[src/hw/rtl/pwa_pkg.sv]
// shared types and fixed-point constants for the polyphase wavelet analysis core
package pwa_pkg;

  localparam int SAMPLE_W = 16;
  localparam int COEF_W   = 16;
  localparam int PROD_W   = SAMPLE_W + COEF_W;
  localparam int OUT_W    = 20;
  localparam int FRAC_SH  = 14;
  localparam int OUT_MAX  = 524287;
  localparam int OUT_MIN  = -524288;
  localparam int NUM_LANES = 4;

  typedef struct packed {
    logic push;
    logic clear;
    logic issue;
    logic first;
  } hist_ctrl_t;

  typedef struct packed {
    logic issue;
    logic first;
    logic last;
  } mac_ctrl_t;

endpackage

[src/hw/rtl/pwa_lane.sv]
// one coefficient bank with its multiply-accumulate pipeline
module pwa_lane #(
  parameter int DEPTH = 16,
  parameter int AW    = 36
) (
  input  logic                                          clk,
  input  logic                                          rst,
  input  logic                                          wr_en,
  input  logic [((DEPTH > 1) ? $clog2(DEPTH) : 1)-1:0]  wr_addr,
  input  logic signed [pwa_pkg::COEF_W-1:0]             wr_data,
  input  pwa_pkg::mac_ctrl_t                            ctrl,
  input  logic [((DEPTH > 1) ? $clog2(DEPTH) : 1)-1:0]  rd_addr,
  input  logic signed [pwa_pkg::SAMPLE_W-1:0]           sample,
  output logic signed [AW-1:0]                          acc,
  output logic                                          done
);

  logic signed [pwa_pkg::COEF_W-1:0] mem [DEPTH];
  logic [DEPTH-1:0]                  cvalid;
  logic signed [pwa_pkg::COEF_W-1:0] coef_q;
  logic signed [pwa_pkg::PROD_W-1:0] prod;
  pwa_pkg::mac_ctrl_t                s1;
  pwa_pkg::mac_ctrl_t                s2;

  always_ff @(posedge clk) begin
    if (rst) begin
      cvalid <= '0;
      s1     <= '0;
      s2     <= '0;
      done   <= 1'b0;
    end else begin
      if (wr_en) begin
        cvalid[wr_addr] <= 1'b1;
      end
      s1   <= ctrl;
      s2   <= s1;
      done <= s2.issue & s2.last;
    end
  end

  always_ff @(posedge clk) begin
    if (wr_en) begin
      mem[wr_addr] <= wr_data;
    end
    if (ctrl.issue) begin
      coef_q <= cvalid[rd_addr] ? mem[rd_addr] : '0;
    end
    if (s1.issue) begin
      prod <= coef_q * sample;
    end
    if (s2.issue) begin
      acc <= s2.first ? AW'(prod) : acc + AW'(prod);
    end
  end

endmodule

[config.mk]
export PLATFORM = sky130hd
export DESIGN_NAME = pwa_lane
export DESIGN_NICKNAME = d
export VERILOG_FILES = /design/src/hw/rtl/pwa_pkg.sv /design/src/hw/rtl/pwa_lane.sv
export SDC_FILE = /design/constraint.sdc
export NUM_CORES = 1
export LEC_CHECK = 0
export BUFFER_PORTS_ARGS = -buffer_cell sky130_fd_sc_hd__buf_2
export CORE_ASPECT_RATIO = 0.8
export CORE_MARGIN = 4
export CORE_UTILIZATION = 60
export DETAILED_ROUTE_END_ITERATION = 10
export PLACE_DENSITY = 0.85
export SLEW_MARGIN = 10
export SYNTH_ARGS = -nofsm -noshare
export SYNTH_HDL_FRONTEND = slang
export SYNTH_SLANG_ARGS = --single-unit
[constraint.sdc]
create_clock -name clk -period 8 [get_ports clk]
set_input_delay 0.4 -clock clk [delete_from_list [all_inputs] [get_ports clk]]
set_output_delay 0.4 -clock clk [all_outputs]
set_load 0.1 [all_outputs]
-- After elaboration in Yosys (flattened, before gate mapping)
Memory sizes are Yosys's and may differ from the RTL's. A register that Yosys moved wholly into a read port is not among the register bits.
Index checks and enable logic that the tools add are counted.
- memories kept: 1
- memory bits (writable): 256
- bits of input ports: 46
- register bits after elaboration: 91
- output and inout bits: 37
- reduce and logical (&&, ||, !) cells: 2
- multiply operators: 1
- add/subtract/negate cells: 1
- muxes and demuxes: 7
- magnitude comparators: 3
- bitwise logic cells: 2
- memory list (memory ; words ; width ; rd ports ; clocked after memory_dff ; write ports ; line ; source):
    mem ; 16 ; 16 ; 1 ; 1 ; 1 ; pwa_lane.sv:18 ; logic signed [pwa_pkg::COEF_W-1:0] mem [DEPTH];
- operator list (cell ; count):
    36-bit by 32-bit adder with 36-bit output ; 1
    36-bit two-way mux ; 1
    16-bit by 16-bit multiplier with 32-bit output ; 1
    16-bit OR ; 1
    4-bit by 5-bit less-than comparator with 1-bit output, second input constant ; 2
    1-bit binary-select mux with 4-bit select ; 1
    1-bit demux with 4-bit select ; 1
    4-bit by 1-bit greater-or-equal comparator with 1-bit output, second input constant ; 1
    1-bit two-way mux ; 4
    1-bit bitwise AND ; 1
    1-bit logical AND ; 1
    1-bit zero test ; 1

-- Logic depth before layout (Yosys ltp)
Gate-level depths: netlist (run 1).
- word-level depth: 5
- depth in mapped cells: 25

-- Least setup slack after synthesis (run 1)
No wires, ideal clock.
- path type: register -> register
- start point: register coef_q[7] (netlist name), read port of mem
- end point: register prod[31] (netlist name) (data pin)
- arrival: 5.994 ns
- stages on the path, launching flop included: 25
- path slack: 1.746 ns
- library setup time: 0.260 ns
- data required time: 7.740 ns
- buffers on the path: 1
- cell sequence: edfxtp_1 clkbuf_1 nand2_1 fa_1 inv_1 fa_1 inv_1 fa_1 inv_1 fa_1 fa_1 inv_1 fa_1 inv_1 ha_1 a21o_1 a21o_1 a21o_1 a32o_1 a211oi_1 o31ai_1 a21o_1 a221oi_1 o21bai_1 xnor2_1
- longest elaborated chain between the ends: 1
- ends and longest elaborated chain (item ; line ; source):
    from (decl) ; pwa_lane.sv:20 ; logic signed [pwa_pkg::COEF_W-1:0] coef_q;
    16-bit by 16-bit multiplier with 32-bit output ; pwa_lane.sv:49 ; prod <= coef_q * sample;
    to (signal assigned) ; pwa_lane.sv:49 ;
    to (decl) ; pwa_lane.sv:21 ; logic signed [pwa_pkg::PROD_W-1:0] prod;
No other way between the ends.
A chain may end at the register's enable or synchronous reset.

-- Final worst setup path (run 1)
Ends and elaborated chain as after synthesis.

==> results of run 1 <==
-- sequential cells by signal (all words and copies together), names as in the netlist --
name,cells
mem,256
acc,36
prod,32
coef_q,16
cvalid,16
s1,3
s2,3
done,1
-- power by group --
part           leakage (uW)  total, uW  switching [uW]  internal (uW)
clock              0.000648       1920             782           1140
combinational       0.00735       7140            4100           3040
sequential          0.00330       2720             113           2600
-- metal layers --
layer,vias to the layer above,GRT usage [%]
li1,6711,-
met1,7691,34.69
met2,727,44.32
met3,159,4.902
met4,6,7.451
met5,-,0
-- synthesized netlist by cell type, types with 4 or more instances --
cell      count  area (um2)
a211oi_1      5       37.54
a21o_1       33       247.7
a21oi_1      47       235.2
a31oi_1       4       25.02
and2_1      119       744.5
and3_1        6       37.54
buf_2         6       30.03
clkbuf_1     54       202.7
dfxtp_1      23       460.4
edfxtp_1    340       10210
fa_1        263        5265
ha_1        117        1464
inv_1       322        1209
mux2i_1       4       40.04
mux4_2       84        1892
nand2_1     177       664.4
nand2b_1     13       81.33
nand3_1       9       45.04
nand4_1       5       31.28
nor2_1       84       315.3
nor2b_1      29       181.4
nor3_1       16       80.08
o211ai_1      4       30.03
o21a_1       11       82.58
o21ai_0      23       115.1
o21ai_1      26       130.1
o21bai_1     11       82.58
or3_1         4       25.02
xnor2_1      41       359.1
xor2_1       24       210.2
-- cell families after synthesis --
group | after synthesis | share of synthesized area, %
AOI/OAI and AO/OA | 194 | 5.097
muxes | 90 | 7.828
adders and majority gates | 380 | 26.95
buffers and inverters | 386 | 5.879
and+or+nand+nor | 475 | 9.226
DFF | 363 | 42.74
xor gates and xnor gates | 65 | 2.280
-- metrics by stage --
stage | hold WS [ns] | total power (uW) | cell area (um2) | std cells | utilization (%)
final | 0.06791 | 11780 | 27320 | 2600 | 66.83
after global routing | 0.07390 | 12810 | 27320 | 2600 | 66.83
after CTS | 0.04725 | 11710 | 27320 | 2600 | 66.83
after detailed placement | 0.4063 | 9760 | 25980 | 2535 | 63.55
after global placement | 0.4068 | 9402 | 25980 | 2535 | 63.55
after floorplan | 0.3952 | 8193 | 24970 | 1953 | -
-- final cells by class --
cell class | count | share of cell area, %
clock buffer | 37 | 3.312
inverter | 322 | 4.425
sequential | 363 | 39.07
timing repair buffer | 102 | 2.061
clock inverter | 28 | 1.589
multi-input combinational | 1204 | 47.05
tap | 544 | 2.492
-- worst paths after layout --
path              cells after the start  endpoint  slack [ns]  startpoint
hold reg to reg                       2      done        0.41       s2[0]
setup / recovery                     23  prod[31]        0.85   coef_q[7]
setup reg to reg                     23  prod[31]        0.85   coef_q[7]
hold / removal                        2     s1[0]        0.07     ctrl[0]
==> reports/metrics.cfg, run 1 <==
[detailed_routing]
top_layer=met5
drt_wl_total_um=56570
drc_errors=0
post_drt_wl_per_cell_um=21.76
viasPerCell=5.882
drtIter0Drc=1442
dr_total_vias=15290
antenna_left=0
dr_wl_met2_um=28100
met1_length_um=21930
drtPass1Iterations=6
wl_met3_um=4923

[worst_setup_path]
crit_buf_inv=5
cp_slowest_cell=edfxtp_1
critPathKind=flip-flop to flip-flop
cp_cell_sequence=nand2_1 -> fa_1 -> inv_1 -> fa_1 -> inv_1 -> fa_1 -> inv_1 -> fa_1 -> fa_1 -> inv_1 -> fa_1 -> inv_1 -> ha_1 -> a21o_1 -> a21o_1 -> a21o_1 -> a32o_1 -> a211oi_1 -> o31ai_1 -> a21o_1 -> a221oi_1 -> o21bai_1 -> xnor2_1
crit_path_max_incr_delay_ns=0.71
cpMostUsedCell=fa_1
critPathLaunchType=flip-flop
required_ns=8.29
crit_path_end_kind=flip-flop
crit_fanout=16
cp.arrival_ns=7.44
crit_family=adder cells

[clock_tree]
cts_max_level=2
cts.sinks=363
cts_buffer_depth=3
cts_tree=yes
clock_latency_ns=0.56
cts_resized=0
cts_root_buf=clkbuf_16
cts_hold_buf=0
cts-buffers-inserted=36
cts_setup_buffers=0
clkTransAtPathRegs_ns=0.07

[logic_synthesis]
synth_edf_count=340
syn_area_mm2=0.02497
ys_ff_latch=363
synthArstFlopShare_pct=0
syn_inst=1953
yosysWarningCount=0
synth_cell_types=59
synth.net_count=2379
synth_seq_area_share_pct=42.74
syn_area_per_cell_um2=12.78
ys.flop_type=edfxtp_1

[floorplan]
core_area_mm2=0.04088
dieArea_mm2=0.04496
io_pins=83
rows=66
die_height_um=190.5
initial_core_util_pct=61.08
die_w_um=236.1

[power]
ir_drop_mv=0.5446
powerDensity_mw_per_mm2=431.1
p_leak_uw=0.01129

[global_route]
grt_use_total_pct=25.97
antenna_found_initial=3
grt_max_degree=67
grt_pass1_vias=16600
grt_pass1_wl_um=91450
grt_overflow_total=0

[finish]
layout-drive-gt1-share_pct=12.99
seqCellArea_mm2=0.01067
multiInputGateArea_mm2=0.01285
final_common_cell=edfxtp_1
antennaDiodeCount=0
layout_common_cells=edfxtp_1 (340), inv_1 (322), fa_1 (263)
synthToLayoutAreaGrowth_pct=9.412
finalNetCount=2455
nFillCells=2775

[timing]
timing.final.crit_share_pct=89.40
drv_slew=0
rsz0062_at_grt=no
setup_tns_ns=0
clock.fmax_mhz=139.8
finalHoldViolations=0
setup_slack_ns=0.8482
tightest_slew_ns=1.172
skew_ns=0.03749
finalSetupViolCount=0
final.min_clock_period_ns=7.152
relSlewSlack_pct=21.83

[placement]
port_buffers=82
place.gp.congestion=0.9116
place_ws_ns=0.9575
hpwl_um=38600

[status]
status=completed

[flow_run]
max_cap_viol_count=0

[hold_path]
hp-class=input pin to flip-flop

Note: power is estimated with default switching activity, not from simulation.
==> inputs of run 2 (changes only) <==
--- a/config.mk
+++ b/config.mk
@@ -11,6 +11,7 @@
 export CORE_UTILIZATION = 60
 export DETAILED_ROUTE_END_ITERATION = 10
 export PLACE_DENSITY = 0.85
+export REMOVE_ABC_BUFFERS = 1
 export SLEW_MARGIN = 10
 export SYNTH_ARGS = -nofsm -noshare
 export SYNTH_HDL_FRONTEND = slang
==> run 2 against run 1 <==
Global-route usage up 0.78 points; first-iteration DRC count down 1.3%; via count up 2.0%; flip-flop and latch count unchanged; largest cell class unchanged.
==> reports/metrics.cfg, run 2 (same netlist as run 1, synthesis figures left out) <==
[status]
status=completed

[hold_path]
holdCritStartpoint=ctrl[1]
worstHoldPathCells=2  ; unchanged
whs_endpoint=s1[1]
hp-class=input pin to flip-flop

[clock_tree]
cts_root_buf=clkbuf_16
cts_hold_buf=0  ; unchanged
cts_max_level=2  ; unchanged
cts.sinks=363  ; unchanged
cts_setup_buffers=0  ; unchanged
cts_buffer_depth=3  ; unchanged
cts-buffers-inserted=39  ; +8.3%
clkTransAtPathRegs_ns=0.06  ; about the same
cts_tree=yes
clock_latency_ns=0.58  ; +0.02 ns
cts_resized=0  ; unchanged

[finish]
final_common_cell=edfxtp_1
largest_reg_flops=256  ; unchanged
finalNetCount=2460  ; +0.20%
layout_common_cells=edfxtp_1 (340), inv_1 (322), fa_1 (263)
antennaDiodeCount=0  ; unchanged
top_register=mem
biggestRegsByFlops=mem x256, acc x36, prod x32
synthToLayoutAreaGrowth_pct=9.171
layout-drive-gt1-share_pct=12.93  ; -0.057 points

[power]
p_clk_share_pct=15.2  ; -1.1 points
p_sw_uw=5065  ; +1.4%
ir_drop_mv=0.5304  ; -2.6%
internal_power_uw=6640  ; -2.0%
p_leak_uw=0.01127  ; -0.20%
power.share.switching_pct=43.27  ; +0.84 points
pwr-share-seq_pct=23.2  ; about the same
finalPower_uw=11700  ; -0.60%
combPwrFrac_pct=61.6  ; +0.9 points
powerDensity_mw_per_mm2=429.4  ; -0.38%

[timing]
clock.fmax_mhz=141.3  ; +1.1%
worst_hold_slack_ns=0.06551  ; -0.002407 ns
timing.final.crit_share_pct=88.44  ; -0.96 points
finalHoldViolations=0  ; unchanged
rsz0062_at_grt=no
relSlewSlack_pct=23.97  ; +2.1 points
tightest_slew_ns=1.140  ; -0.03205 ns
skew_ns=0.03794  ; +0.0004488 ns
drv_slew=0  ; unchanged
setup_tns_ns=0  ; unchanged
finalSetupViolCount=0  ; unchanged
final.min_clock_period_ns=7.075  ; -0.07700 ns
setup_slack_ns=0.9252  ; +0.07700 ns

[global_route]
antenna_found_initial=2  ; -1
grt_use_total_pct=26.75  ; +0.78 points
grt_pass1_wl_um=93600  ; +2.3%
grt_overflow_total=0  ; unchanged
grt_pass1_vias=17060  ; +2.8%
grt_max_degree=67  ; unchanged

[detailed_routing]
drtIter0Drc=1423  ; -1.3%
drt_wl_total_um=57850  ; +2.3%
antenna_left=0  ; unchanged
post_drt_wl_per_cell_um=22.17  ; +1.9%
drc_errors=0  ; unchanged
viasPerCell=5.979  ; +1.6%
drtPass1Iterations=5  ; -1
dr_total_vias=15600  ; +2.0%

[worst_setup_path]
worstReg2RegEnd=prod[31]
reg2reg_depth=22  ; -4.3%
cp.arrival_ns=7.36  ; -0.08 ns
required_ns=8.28  ; about the same
crit_fanout=16  ; unchanged
r2r_setup_slack_ns=0.93  ; +0.08 ns
critPathLaunchType=flip-flop
crit_path_end_kind=flip-flop
r2r_start=coef_q[8]
critPathKind=flip-flop to flip-flop

[flow_run]
max_cap_viol_count=0  ; unchanged

[floorplan]
rows=66  ; unchanged
core_area_mm2=0.04088  ; unchanged
io_pins=83  ; unchanged
die_height_um=190.5  ; unchanged
initial_core_util_pct=61.08  ; unchanged
die_w_um=236.1  ; unchanged
dieArea_mm2=0.04496  ; unchanged

[placement]
port_buffers=82  ; unchanged
hpwl_um=39810  ; +3.1%
place_ws_ns=1.097  ; +0.1392 ns
place.gp.congestion=0.9168  ; +0.57%

[run 2: worst max-delay path by stage]
stage / startpoint / end / slack, ns / cells past startpoint
5_1_grt: coef_q[8] / prod[31] / 0.62 / 22
4_1_cts: coef_q[9] / prod[31] / 0.95 / 22
3_3_place_gp: sample[7] / prod[31] / 1.18 / 24
2_1_floorplan: coef_q[10] / prod[31] / 1.84 / 22
6_report: coef_q[8] / prod[31] / 0.93 / 22
3_5_place_dp: coef_q[10] / prod[31] / 1.10 / 22
[run 2: per-stage QoR]
stage	std cells	utilization [%]	area, um2
final	2609	66.68	27260
after global routing	2609	66.68	27260
after global placement	2537	63.58	25990
after detailed placement	2537	63.58	25990
after floorplan	1889	-	24710
after CTS	2609	66.68	27260
[run 2: critical path: stages (launching register included)]
cell and delay (ns):
edfxtp_1 0.67, and2_1 0.28, fa_1 0.51, inv_1 0.06, fa_1 0.48, fa_1 0.53, inv_1 0.06, fa_1 0.44
fa_1 0.51, inv_1 0.05, fa_1 0.47, inv_1 0.04, ha_1 0.36, a21o_1 0.19, a21o_1 0.16, a21o_1 0.17
a32o_1 0.21, a211oi_1 0.53, o31ai_1 0.25, a21o_1 0.25, a221oi_1 0.28, o21bai_1 0.12, xnor2_1 0.15
[run 2: layout make-up]
type	count	area (um2)
clock buffers	45	1008
fillers	2709	13620
inverters	322	1209
multi-input cells	1204	12850
clock inverters	27	260.3
well taps	544	680.7
repair buffers	104	578.1
flip-flops and latches	363	10670
[run 2: per-layer routing]
metal,vias up,wire length [um],share of wire [%],global-route usage [%]
met1,7856,22070,38,35.11
li1,6738,-,-,-
met5,-,20,0.035,0
met2,842,28860,50,45.61
met3,160,4978,8.6,5.119
met4,4,1923,3.3,9.031
[run 2: power groups by stage]
stage               Clock (uW)  Combinational, uW  Sequential (uW)
CTS                       1810               7140             2710
detailed placement           0               7020             2750
floorplan                    0               5250             2910
global route              1900               8110             2730
finish                    1780               7210             2720
global placement             0               6690             2740
