===== config.mk =====
export PLATFORM = sky130hd
export DESIGN_NAME = pwa_merge
export DESIGN_NICKNAME = d
export VERILOG_FILES = /design/src/hw/rtl/pwa_pkg.sv /design/src/hw/rtl/pwa_merge.sv
export SDC_FILE = /design/constraint.sdc
export NUM_CORES = 1
export LEC_CHECK = 0
export BUFFER_PORTS_ARGS = -buffer_cell sky130_fd_sc_hd__buf_2
export CORE_MARGIN = 2
export CORE_UTILIZATION = 25
export DETAILED_ROUTE_END_ITERATION = 10
export PLACE_DENSITY_LB_ADDON = 0.05
export REMOVE_ABC_BUFFERS = 1
export SLEW_MARGIN = 15
export SYNTH_ARGS = -nofsm -noshare
export SYNTH_HDL_FRONTEND = slang
export SYNTH_SLANG_ARGS = --single-unit

===== constraint.sdc =====
create_clock -name clk -period 4.53 [get_ports clk]
set_input_delay 0.906 -clock clk [delete_from_list [all_inputs] [get_ports clk]]
set_output_delay 0.906 -clock clk [all_outputs]
set_load 0.05 [all_outputs]

===== src/hw/rtl/pwa_pkg.sv =====
// shared types and fixed-point constants for the polyphase wavelet analysis core
package pwa_pkg;

  localparam int SAMPLE_W = 16;
  localparam int COEF_W   = 16;
  localparam int PROD_W   = SAMPLE_W + COEF_W;
  localparam int OUT_W    = 20;
  localparam int FRAC_SH  = 14;
  localparam int OUT_MAX  = 524287;
  localparam int OUT_MIN  = -524288;
  localparam int NUM_LANES = 4;

  typedef struct packed {
    logic push;
    logic clear;
    logic issue;
    logic first;
  } hist_ctrl_t;

  typedef struct packed {
    logic issue;
    logic first;
    logic last;
  } mac_ctrl_t;

endpackage


===== src/hw/rtl/pwa_merge.sv =====
// lane merge: phase sums, scaling, saturation and the output register
module pwa_merge #(
  parameter int AW = 36
) (
  input  logic                                 clk,
  input  logic                                 rst,
  input  logic                                 done,
  input  logic signed [AW-1:0]                 acc [pwa_pkg::NUM_LANES],
  input  logic                                 last_in,
  input  logic                                 out_stall,
  output logic                                 loaded,
  output logic                                 out_valid,
  output logic signed [pwa_pkg::OUT_W-1:0]     approx,
  output logic signed [pwa_pkg::OUT_W-1:0]     detail,
  output logic                                 last
);

  localparam int SW = AW + 1;
  localparam int HW = SW - pwa_pkg::FRAC_SH;
  localparam int EW = (HW > pwa_pkg::OUT_W + 1) ? HW : pwa_pkg::OUT_W + 1;

  logic signed [SW-1:0] sa;
  logic signed [SW-1:0] sd;
  logic                 sv;
  logic signed [EW-1:0] qa;
  logic signed [EW-1:0] qd;
  logic signed [EW-1:0] ca;
  logic signed [EW-1:0] cd;

  assign loaded = sv;

  always_comb begin
    qa = EW'($signed(sa[SW-1:pwa_pkg::FRAC_SH]));
    qd = EW'($signed(sd[SW-1:pwa_pkg::FRAC_SH]));
    if (qa > EW'(pwa_pkg::OUT_MAX)) begin
      ca = EW'(pwa_pkg::OUT_MAX);
    end else if (qa < EW'(pwa_pkg::OUT_MIN)) begin
      ca = EW'(pwa_pkg::OUT_MIN);
    end else begin
      ca = qa;
    end
    if (qd > EW'(pwa_pkg::OUT_MAX)) begin
      cd = EW'(pwa_pkg::OUT_MAX);
    end else if (qd < EW'(pwa_pkg::OUT_MIN)) begin
      cd = EW'(pwa_pkg::OUT_MIN);
    end else begin
      cd = qd;
    end
  end

  always_ff @(posedge clk) begin
    if (rst) begin
      sv        <= 1'b0;
      out_valid <= 1'b0;
    end else begin
      sv <= done;
      if (sv) begin
        out_valid <= 1'b1;
      end else if (!out_stall) begin
        out_valid <= 1'b0;
      end
    end
  end

  always_ff @(posedge clk) begin
    if (done) begin
      sa <= SW'(acc[0]) + SW'(acc[1]);
      sd <= SW'(acc[2]) + SW'(acc[3]);
    end
    if (sv) begin
      approx <= ca[pwa_pkg::OUT_W-1:0];
      detail <= cd[pwa_pkg::OUT_W-1:0];
      last   <= last_in;
    end
  end

endmodule


# --- After elaboration in Yosys (flattened, before gate mapping) ---
# Cells that the tools add are included.
classes:
  n_addsub: 2
  n_lt_le_gt_ge: 4
  eq_ne: 1
  muxes: 4
ops:
  columns: ["op", "n"]
  rows:
  - ["$add A36 B36 Y37", 2]
  - ["$gt A23 B20 Y1 const B", 2]
  - ["$lt A23 B20 Y1 const B", 2]
  - ["$mux W20", 2]
  - ["$mux W1", 2]
  - ["$ne A2 B1 Y1 const B", 1]
word_totals:
  regBits: 117
  in_bits: 149
  word_cells: 18

# --- Longest topological paths before layout ---
# Gate-level depths: netlist of the first run.
depth:
  ltp_word: 2
  ltp_mapped: 10

# --- Least setup slack after synthesis of the first run ---
# No wires, ideal clock.
synth_path:
  path_type: "input -> register"
  startpoint: "input acc[85] (netlist bit)"
  endpoint: "register sa[30] (data pin)"
  arrival_time_ps: 2772
  required_time_ps: 4264
  path_slack_ps: 1492
  path_stages: 10
  path_buffers: 0
  cell_sequence: "ha_1 > a21oi_2 > o21bai_1 > a21o_1 > a221o_1 > a21oi_2 > o31a_2 > o21ba_2 > o21bai_1 > xor2_1"
synth_between:
  elab_chain_cells: 1
synth_lines:
  columns: ["item", "line", "rtl"]
  rows:
  - ["from (decl)", "pwa_merge.sv:8", "input logic signed [AW-1:0] acc [pwa_pkg::NUM_LANES],"]
  - ["$add A36 B36 Y37", "pwa_merge.sv:67", "sa <= SW'(acc[0]) + SW'(acc[1]);"]
  - ["to (signal assigned)", "pwa_merge.sv:67", null]
  - ["to (decl)", "pwa_merge.sv:22", "logic signed [SW-1:0] sa;"]
# No other way between the ends.
# A chain may end at the register's enable or synchronous reset.

# --- Worst setup path in the final report of the first run ---
layout_path:
  startpoint: "input acc[7] (netlist bit)"
  endpoint: "register sd[33] (data pin)"
layout_between:
  elab_chain_cells: 1
layout_lines:
  columns: ["item", "line", "rtl"]
  rows:
  - ["$add A36 B36 Y37", "pwa_merge.sv:68", "sd <= SW'(acc[2]) + SW'(acc[3]);"]
  - ["to (signal assigned)", "pwa_merge.sv:68", null]
  - ["to (decl)", "pwa_merge.sv:23", "logic signed [SW-1:0] sd;"]
# No other way between the ends.

==> run_results.csv, run 1 <==
group,metric,value,unit
timing,setup_violations,0,
setup_path,critPathCaptureType,"flip-flop",
flow_run,maxCapViolCount,0,
synthesis,ys.warnings.count,0,
synthesis,netlist_area,5860,µm²
timing,skew,8.60,ps
setup_path,critical_path_arrival,3130,ps
clocking,clock_path_buffers,2,
synthesis,post-synth-top-count-cell,"edfxtp_1",
detailed_routing,vias,4608,
setup_path,critPathKind,"in2reg",
setup_path,r2r_cells,3,
detailed_routing,firstDrtPassIters,4,
synthesis,ys_types,56,
clocking,h-tree-depth,3,
synthesis,ys_ff_latch,89,
synthesis,synth_top_area_cell,"edfxtp_1",
setup_path,critPathMaxFanout,3,
grt,first_global_vias,4768,
clocking,clock_latency,340,ps
layout,area_growth_syn_to_layout,28.0,%
layout,multiInputGateArea,3090,µm²
floorplan,row_count,56,
setup_path,critPathMaxStageDelay,330,ps
floorplan,die_w,157,µm
clocking,cts_tree,"built",
placement,routabilityCongestion,0.782,
synthesis,yosysTopAreaCellShare,44.6,%
layout,ff_latch_area,2650,µm²
timing,hold_violations,0,
layout,final_layout_size_suffix_gt1_share,32.1,%
worst_hold_path,hp-start,"sa[36]",
grt,antenna_found_initial,1,
setup_path,reg2reg_slack,3080,ps
timing,finalSetupTns,0,ps
detailed_routing,routedWlPerCell,13.8,µm
layout,antenna_cells,0,
synthesis,ys.flop_type,"edfxtp_1",
floorplan,dieArea,24700,µm²
clocking,post-cts-setup-buffers,0,
outcome,status,"finished, final reports clean",
floorplan,ios,192,
floorplan,fp.dieH,157,µm
grt,track_usage,11.6,%
timing,period_share,67.2,%
detailed_routing,viasPerCell,4.45,
worst_hold_path,hp-class,"reg2reg",
clocking,clkSinkCount,89,
detailed_routing,drtAntennaViolNets,0,
power_and_ir_drop,p_per_area,354,nW/µm²
synthesis,yosys-top-cells-count,"edfxtp_1, ha_1, a21o_1",
timing,tightest_slew,1060,ps
timing,rsz0062_at_grt,"no",
timing,slew_violations,0,
detailed_routing,routed_wl,14.3,mm
grt,gr-total-overflow,0,
floorplan,core_area,23300,µm²
setup_path,crit_required,4610,ps
detailed_routing,drcViolationCount,0,
placement,port_buffers,191,
floorplan,initial_utilization,25.2,%
clocking,clkTransAtPathRegs,70,ps
worst_hold_path,whs_endpoint,"approx[19]",
synthesis,syn_inst,520,
placement,dp_hpwl,11.7,mm
clocking,cts_made_buffers,9,
setup_path,r2r_start,"sa[33]",
synthesis,postSynthAreaPerCell,11.3,µm²
detailed_routing,drtIter0Drc,121,
setup_path,cp_slowest_cell,"a211o_1",
grt,grt_start_max_net_pins,48,
setup_path,rr_endpoint,"approx[7]",
synthesis,synth_edf_count,87,
timing,fmax,328,MHz
clocking,cts_resized,0,
layout,fillCellCount,2478,
grt,grt_pass1_wl,23.0,mm
synthesis,synthTopCellsByArea,"edfxtp_1, ha_1, a21o_1, a21oi_1, xnor2_1",
worst_hold_path,hold_depth,0,
setup_path,cp_cell_sequence,"buf_2 > ha_1 > a211oi_2 > a221oi_1 > a21oi_1 > o21ai_2 > o211ai_2 > a21oi_1 > a211o_1 > a221oi_2 > xnor2_1",
timing,slew_headroom,29.6,%
setup_path,start_kind,"input pin",
clocking,cts_hold_buf,0,
layout,nets,930,
synthesis,synth_seq_area_share,45.3,%
setup_path,crit_start,"acc[7]",
clocking,clockRootBuffer,"clkbuf_16",
timing,min_period,3050,ps
timing,hold_slack,485,ps
synthesis,async_reset_ff_share,0,%
setup_path,crit_top_cell,"a21oi_1",
power_and_ir_drop,leakage,3.45,nW
power_and_ir_drop,peakVddDrop,0.000147,V
layout,final_cells,1035,
placement,place_inst,1019,
-- through the flow --
step | total power, mW | area, µm² | util, % | worst slack [ps]
floorplan | 1.66 | 5810 | - | 1500
global placement | 1.89 | 7180 | 30.9 | 1160
detailed placement | 1.89 | 7180 | 30.9 | 1120
CTS | 2.70 | 7500 | 32.2 | 1500
global route | 2.81 | 7500 | 32.2 | 1300
finish | 2.66 | 7500 | 32.2 | 1480
-- flip-flops by register name, indices dropped and copies added, names as in the netlist --
signal,cells
last,1
sd,23
loaded,1
sa,23
detail,20
approx,20
out_valid,1
-- worst max-delay path by stage --
| stage | end | slack, ps | cells after the start |
|---|---|---|---|
| after global routing | sa[33] | 1300 | 11 |
| after floorplan | sa[30] | 1500 | 10 |
| after global placement | sd[33] | 1160 | 11 |
| final | sd[33] | 1480 | 11 |
| after detailed placement | sd[33] | 1120 | 11 |
| after CTS | sa[31] | 1500 | 11 |
-- kinds of logic (layout without fill, tap and decap cells) --
group                      after synthesis  after routing  share of synthesized area, %
xor gates and xnor gates                42             42                          6.28
DFF                                     89             89                          45.3
adders and majority gates               70             70                          15.0
and+or+nand+nor                         98             98                          8.16
buffers and inverters                   29            225                          1.88
AOI/OAI and AO/OA                      192            192                          23.4
-- worst max-delay path: cells and delay by family --
family                     cells  cell delay (ps)
AOI/OAI and AO/OA              8             1680
adders and majority gates      1              310
xor gates and xnor gates       1              120
buffers and inverters          1              100
-- report_power, final --
group	leakage, nW	total (mW)	internal (mW)	switching [mW]
registers	0.862	1.10	1.06	0.0372
logic	2.43	0.766	0.299	0.467
clock network	0.153	0.791	0.483	0.308
-- routing by layer --
metal	routed length, µm	share of wire [%]	global-route usage, %	up-vias
li1	-	-	-	2382
met1	6330	44	14.2	2084
met2	6970	49	20.6	125
met3	743	5.2	2.20	15
met4	197	1.4	3.98	2
met5	12	0.084	0	-
-- cell usage in the layout, fill, tap and decap left out, types with 3 or more instances in the layout --
cell type and instances:
buf_2 191, a31o_2 3, a211oi_1 4, nor2_1 19, xnor2_1 23, inv_1 16
o211ai_1 4, o31ai_1 3, o21bai_1 6, nand4_1 11, nand2_1 33, a31oi_1 5
and3_1 4, a21oi_2 5, clkbuf_16 9, nand2b_1 5, ha_1 70, nor2b_1 6
nor3_1 6, o21ai_0 16, edfxtp_1 87, a21oi_1 43, a221oi_1 3, a21o_1 69
nand3_1 7, o21ai_1 5, xor2_1 19
-- final cells by class --
class | instances | share of cell area (%)
repair buffers | 193 | 13.0
well taps | 319 | 5.32
clock buffers | 9 | 3.00
multi-input cells | 402 | 41.3
inverters | 16 | 0.801
clock inverters | 7 | 1.25
flip-flops and latches | 89 | 35.4
No activity file was read; power rests on OpenSTA's default activity.
==> run 2, diff against run 1 <==
Clock period 4.53 ns to 2.8 ns, I/O delays scaled along.
==> run_results.csv, run 2 (synthesis gave the netlist of run 1 again) <==
group,metric,value,unit
clocking,cts_hold_buf,0,
clocking,clockRootBuffer,"clkbuf_16",
floorplan,ios,192,
layout,final_layout_size_suffix_gt1_share,37.4,%
floorplan,core_area,23300,µm²
layout,area_growth_syn_to_layout,35.3,%
timing,min_period,2660,ps
timing,rsz0062_at_grt,"no",
worst_hold_path,hp-class,"in2reg",
setup_path,cp_slowest_cell,"ha_1",
setup_path,start_kind,"input pin",
timing,hold_violations,0,
floorplan,fp.dieH,157,µm
worst_hold_path,whs_endpoint,"last",
power_and_ir_drop,p_per_area,546,nW/µm²
setup_path,critPathMaxFanout,3,
timing,skew,8.54,ps
clocking,h-tree-depth,3,
clocking,post-cts-setup-buffers,0,
timing,slew_violations,0,
grt,first_global_vias,4988,
timing,slew_headroom,54.5,%
setup_path,crit_required,2940,ps
layout,nets,988,
detailed_routing,routed_wl,14.7,mm
floorplan,row_count,56,
floorplan,die_w,157,µm
layout,most-common-layout-cells,"buf_2, edfxtp_1, ha_1",
setup_path,crit_top_cell,"a21oi_1",
worst_hold_path,hp-start,"last_in",
placement,routabilityCongestion,0.771,
detailed_routing,drtAntennaViolNets,0,
layout,top_regs,"sa x23, sd x23",
power_and_ir_drop,combPwrFrac,31.6,%
layout,final_cells,1092,
outcome,status,"finished, final reports clean",
worst_hold_path,hold_depth,1,
setup_path,critical_path_arrival,2800,ps
grt,grt_start_max_net_pins,30,
clocking,cts_made_buffers,9,
power_and_ir_drop,switching_share,31.0,%
grt,gr-total-overflow,0,
timing,finalSetupTns,0,ps
floorplan,dieArea,24700,µm²
placement,place_inst,1077,
clocking,clkTransAtPathRegs,70,ps
setup_path,r2r_start,"sa[33]",
power_and_ir_drop,p_clk_share,27.4,%
clocking,cts_tree,"built",
detailed_routing,vias,4871,
clocking,clkSinkCount,89,
layout,antenna_cells,0,
timing,tightest_slew,680,ps
power_and_ir_drop,leakage,3.72,nW
power_and_ir_drop,p_int,2.99,mW
placement,dp_hpwl,12.4,mm
setup_path,r2r_cells,3,
layout,final_common_cell,"buf_2",
timing,fmax,376,MHz
detailed_routing,routedWlPerCell,13.5,µm
detailed_routing,drtIter0Drc,204,
detailed_routing,drcViolationCount,0,
setup_path,crit_start,"acc[7]",
detailed_routing,viasPerCell,4.46,
floorplan,initial_utilization,25.2,%
grt,grt_pass1_wl,23.7,mm
setup_path,rr_endpoint,"approx[7]",
layout,fillCellCount,2417,
placement,port_buffers,191,
setup_path,critPathCaptureType,"flip-flop",
setup_path,reg2reg_slack,1320,ps
clocking,clock_latency,340,ps
flow_run,maxCapViolCount,0,
timing,period_share,95.0,%
detailed_routing,firstDrtPassIters,4,
setup_path,critPathKind,"in2reg",
setup_path,cp_cell_sequence,"buf_2 > ha_1 > a211oi_2 > a221oi_2 > a21oi_1 > o21ai_2 > o211ai_2 > a21oi_1 > a211o_1 > buf_4 > a221oi_1",
grt,antenna_found_initial,1,
power_and_ir_drop,peakVddDrop,0.000252,V
grt,track_usage,12.0,%
power_and_ir_drop,p_switching,1.34,mW
power_and_ir_drop,seqPwrFrac,40.9,%
clocking,clock_path_buffers,2,
timing,setup_violations,0,
setup_path,critPathMaxStageDelay,310,ps
run 2: layer usage:
metal  track usage [%]  vias up  wire [µm]
met5                 0        -         13
li1                  -     2505          -
met3              2.04       19        657
met1              14.5     2223       6560
met4              4.50        2        253
met2              21.4      122       7210
run 2: worst max-delay path, delay by kind of cell:
family	cells	cell delay, ps
adder cells (fa/ha/maj)	1	310
buffers and inverters	2	250
AO/OA/AOI/OAI	8	1680
run 2: layout make-up:
class	count	area (µm²)	share of cell area, %
Clock buffer	9	225	2.84
Clock inverter	6	67.6	0.853
Inverter	16	60.1	0.758
Multi-Input combinational cell	402	3100	39.1
Sequential cell	89	2650	33.5
Tap cell	319	399	5.04
Timing Repair Buffer	251	1420	17.9
run 2: worst max path at each step:
stage,endpoint,slack (ps),cells after the start
floorplan,sa[30],110,10
global placement,sd[32],-230,11
detailed placement,sd[32],-240,11
CTS,sd[32],120,11
global route,sd[32],5,11
finish,sd[32],140,11
run 2: metrics by stage:
step	hold slack [ps]	total power, mW	util [%]	worst slack [ps]	area (µm²)
detailed placement	472	3.18	32.8	-241	7620
global placement	474	3.17	32.8	-228	7620
global route	376	4.59	34.1	4.71	7920
floorplan	451	2.68	-	111	5810
finish	390	4.33	34.1	140	7920
CTS	374	4.39	34.0	119	7920
run 2: timing repair:
item                                    CTS  global route
resized for setup                         0             1
endpoints found under the setup margin    0             2
hold endpoints to repair                  0             0
run 2: power groups by stage:
| stage | clock network (mW) | logic (mW) | registers (mW) |
|---|---|---|---|
| 6_report | 1.19 | 1.37 | 1.77 |
| 3_3_place_gp | 0 | 1.38 | 1.80 |
| 4_1_cts | 1.23 | 1.39 | 1.77 |
| 5_1_grt | 1.28 | 1.51 | 1.79 |
| 3_5_place_dp | 0 | 1.38 | 1.80 |
| 2_1_floorplan | 0 | 0.656 | 2.03 |
==> run 3, diff against run 2 <==
Settings changed: CORE_ASPECT_RATIO set to 2.
==> run_results.csv, run 3 (synthesis gave the netlist of run 1 again) <==
group,metric,value,unit
outcome,status,"finished, final reports clean",
detailed_routing,routedWlPerCell,15.0,µm
setup_path,crit_top_cell,"a21oi_1",
clocking,h-tree-depth,3,
floorplan,row_count,79,
floorplan,core_area,23100,µm²
setup_path,critPathMaxStageDelay,410,ps
placement,dp_hpwl,13.7,mm
layout,final_common_cell,"buf_2",
clocking,clockRootBuffer,"clkbuf_16",
placement,port_buffers,191,
timing,hold_violations,0,
power_and_ir_drop,leakage,3.76,nW
power_and_ir_drop,p_per_area,545,nW/µm²
clocking,clock_latency,340,ps
setup_path,r2r_cells,3,
grt,antenna_found_initial,3,
worst_hold_path,hp-class,"in2reg",
detailed_routing,drcViolationCount,0,
setup_path,cp_cell_sequence,"buf_2 > ha_1 > a211oi_2 > a221oi_1 > a211oi_1 > o31ai_1 > a21oi_1 > nor2_1 > a41o_2 > a21oi_1 > xnor2_1",
flow_run,maxCapViolCount,0,
setup_path,r2r_start,"sd[33]",
detailed_routing,viasPerCell,4.65,
setup_path,start_kind,"input pin",
layout,area_growth_syn_to_layout,35.3,%
floorplan,initial_utilization,25.3,%
grt,grt_start_max_net_pins,35,
grt,first_global_vias,5253,
layout,nets,996,
setup_path,cp_slowest_cell,"a211oi_1",
timing,rsz0062_at_grt,"no",
layout,top_regs,"sa x23, sd x23",
timing,setup_violations,0,
timing,tightest_slew,662,ps
clocking,post-cts-setup-buffers,0,
grt,gr-total-overflow,0,
floorplan,dieArea,24700,µm²
floorplan,fp.dieH,220,µm
setup_path,critPathMaxFanout,2,
placement,routabilityCongestion,0.834,
timing,hold_slack,388,ps
clocking,cts_resized,0,
detailed_routing,drtIter0Drc,152,
clocking,clkSinkCount,89,
grt,grt_pass1_wl,25.3,mm
timing,skew,6.54,ps
detailed_routing,vias,4962,
detailed_routing,routed_wl,16.0,mm
floorplan,die_w,112,µm
setup_path,critPathKind,"in2reg",
setup_path,critical_path_arrival,2730,ps
worst_hold_path,hp-start,"last_in",
timing,fmax,380,MHz
clocking,clock_path_buffers,2,
setup_path,crit_required,2890,ps
clocking,cts_tree,"built",
grt,track_usage,13.1,%
detailed_routing,firstDrtPassIters,4,
power_and_ir_drop,peakVddDrop,0.000271,V
clocking,cts_made_buffers,9,
timing,finalWorstSetupSlack,168,ps
timing,min_period,2630,ps
worst_hold_path,hold_depth,1,
floorplan,ios,192,
timing,slew_headroom,55.8,%
timing,period_share,94.0,%
detailed_routing,drtAntennaViolNets,0,
layout,most-common-layout-cells,"buf_2, edfxtp_1, ha_1",
setup_path,crit_start,"acc[7]",
setup_path,critPathCaptureType,"flip-flop",
timing,slew_violations,0,
clocking,cts_hold_buf,0,
layout,final_layout_size_suffix_gt1_share,37.3,%
placement,post-place-ws,-224,ps
clocking,clkTransAtPathRegs,60,ps
[run 3: final cells by class]
| type | count | area, µm² |
|---|---|---|
| Antenna cell | 1 | 2.50 |
| Clock buffer | 11 | 233 |
| Clock inverter | 5 | 46.3 |
| Timing Repair Buffer | 259 | 1480 |
| Sequential cell | 89 | 2650 |
| Multi-Input combinational cell | 402 | 3090 |
| Fill cell | 2458 | 15200 |
| Tap cell | 283 | 354 |
| Inverter | 16 | 60.1 |
[run 3: worst paths after layout]
check | to | slack, ps
hold reg to reg | out_valid | 480
setup / recovery | sd[23] | 170
hold / removal | last | 390
setup reg to reg | detail[4] | 1310
[run 3: report_power, final]
group	leakage [nW]	total, mW	switching [mW]	internal [mW]
Clock	0.136	1.16	0.481	0.682
Combinational	2.76	1.38	0.796	0.587
Sequential	0.862	1.77	0.0532	1.72
[run 3: through the flow]
step                      area [µm²]  TNS [ps]  power (mW)  std cells  utilization [%]
final                           7920         0        4.32       1066             34.2
after global routing            7920         0        4.58       1066             34.2
after CTS                       7920         0        4.41       1065             34.2
after detailed placement        7640     -3150        3.21       1049             33.0
after global placement          7640     -2900        3.20       1049             33.0
after floorplan                 5810         0        2.68        507                -
[run 3: worst max-delay path, delay by kind of cell]
family	cells	cell delay [ps]
compound gates	7	1600
fa+ha+maj	1	300
xor+xnor	1	70
buf+inv	1	100
simple gates	1	100
[run 3: routing by layer]
| layer | GRT usage, % | vias to the layer above | wire (µm) |
|---|---|---|---|
| met5 | 0 | - | 28 |
| met4 | 6.10 | 4 | 406 |
| met3 | 2.74 | 23 | 767 |
| met2 | 27.6 | 132 | 9650 |
| met1 | 11.2 | 2288 | 5130 |
| li1 | - | 2515 | - |
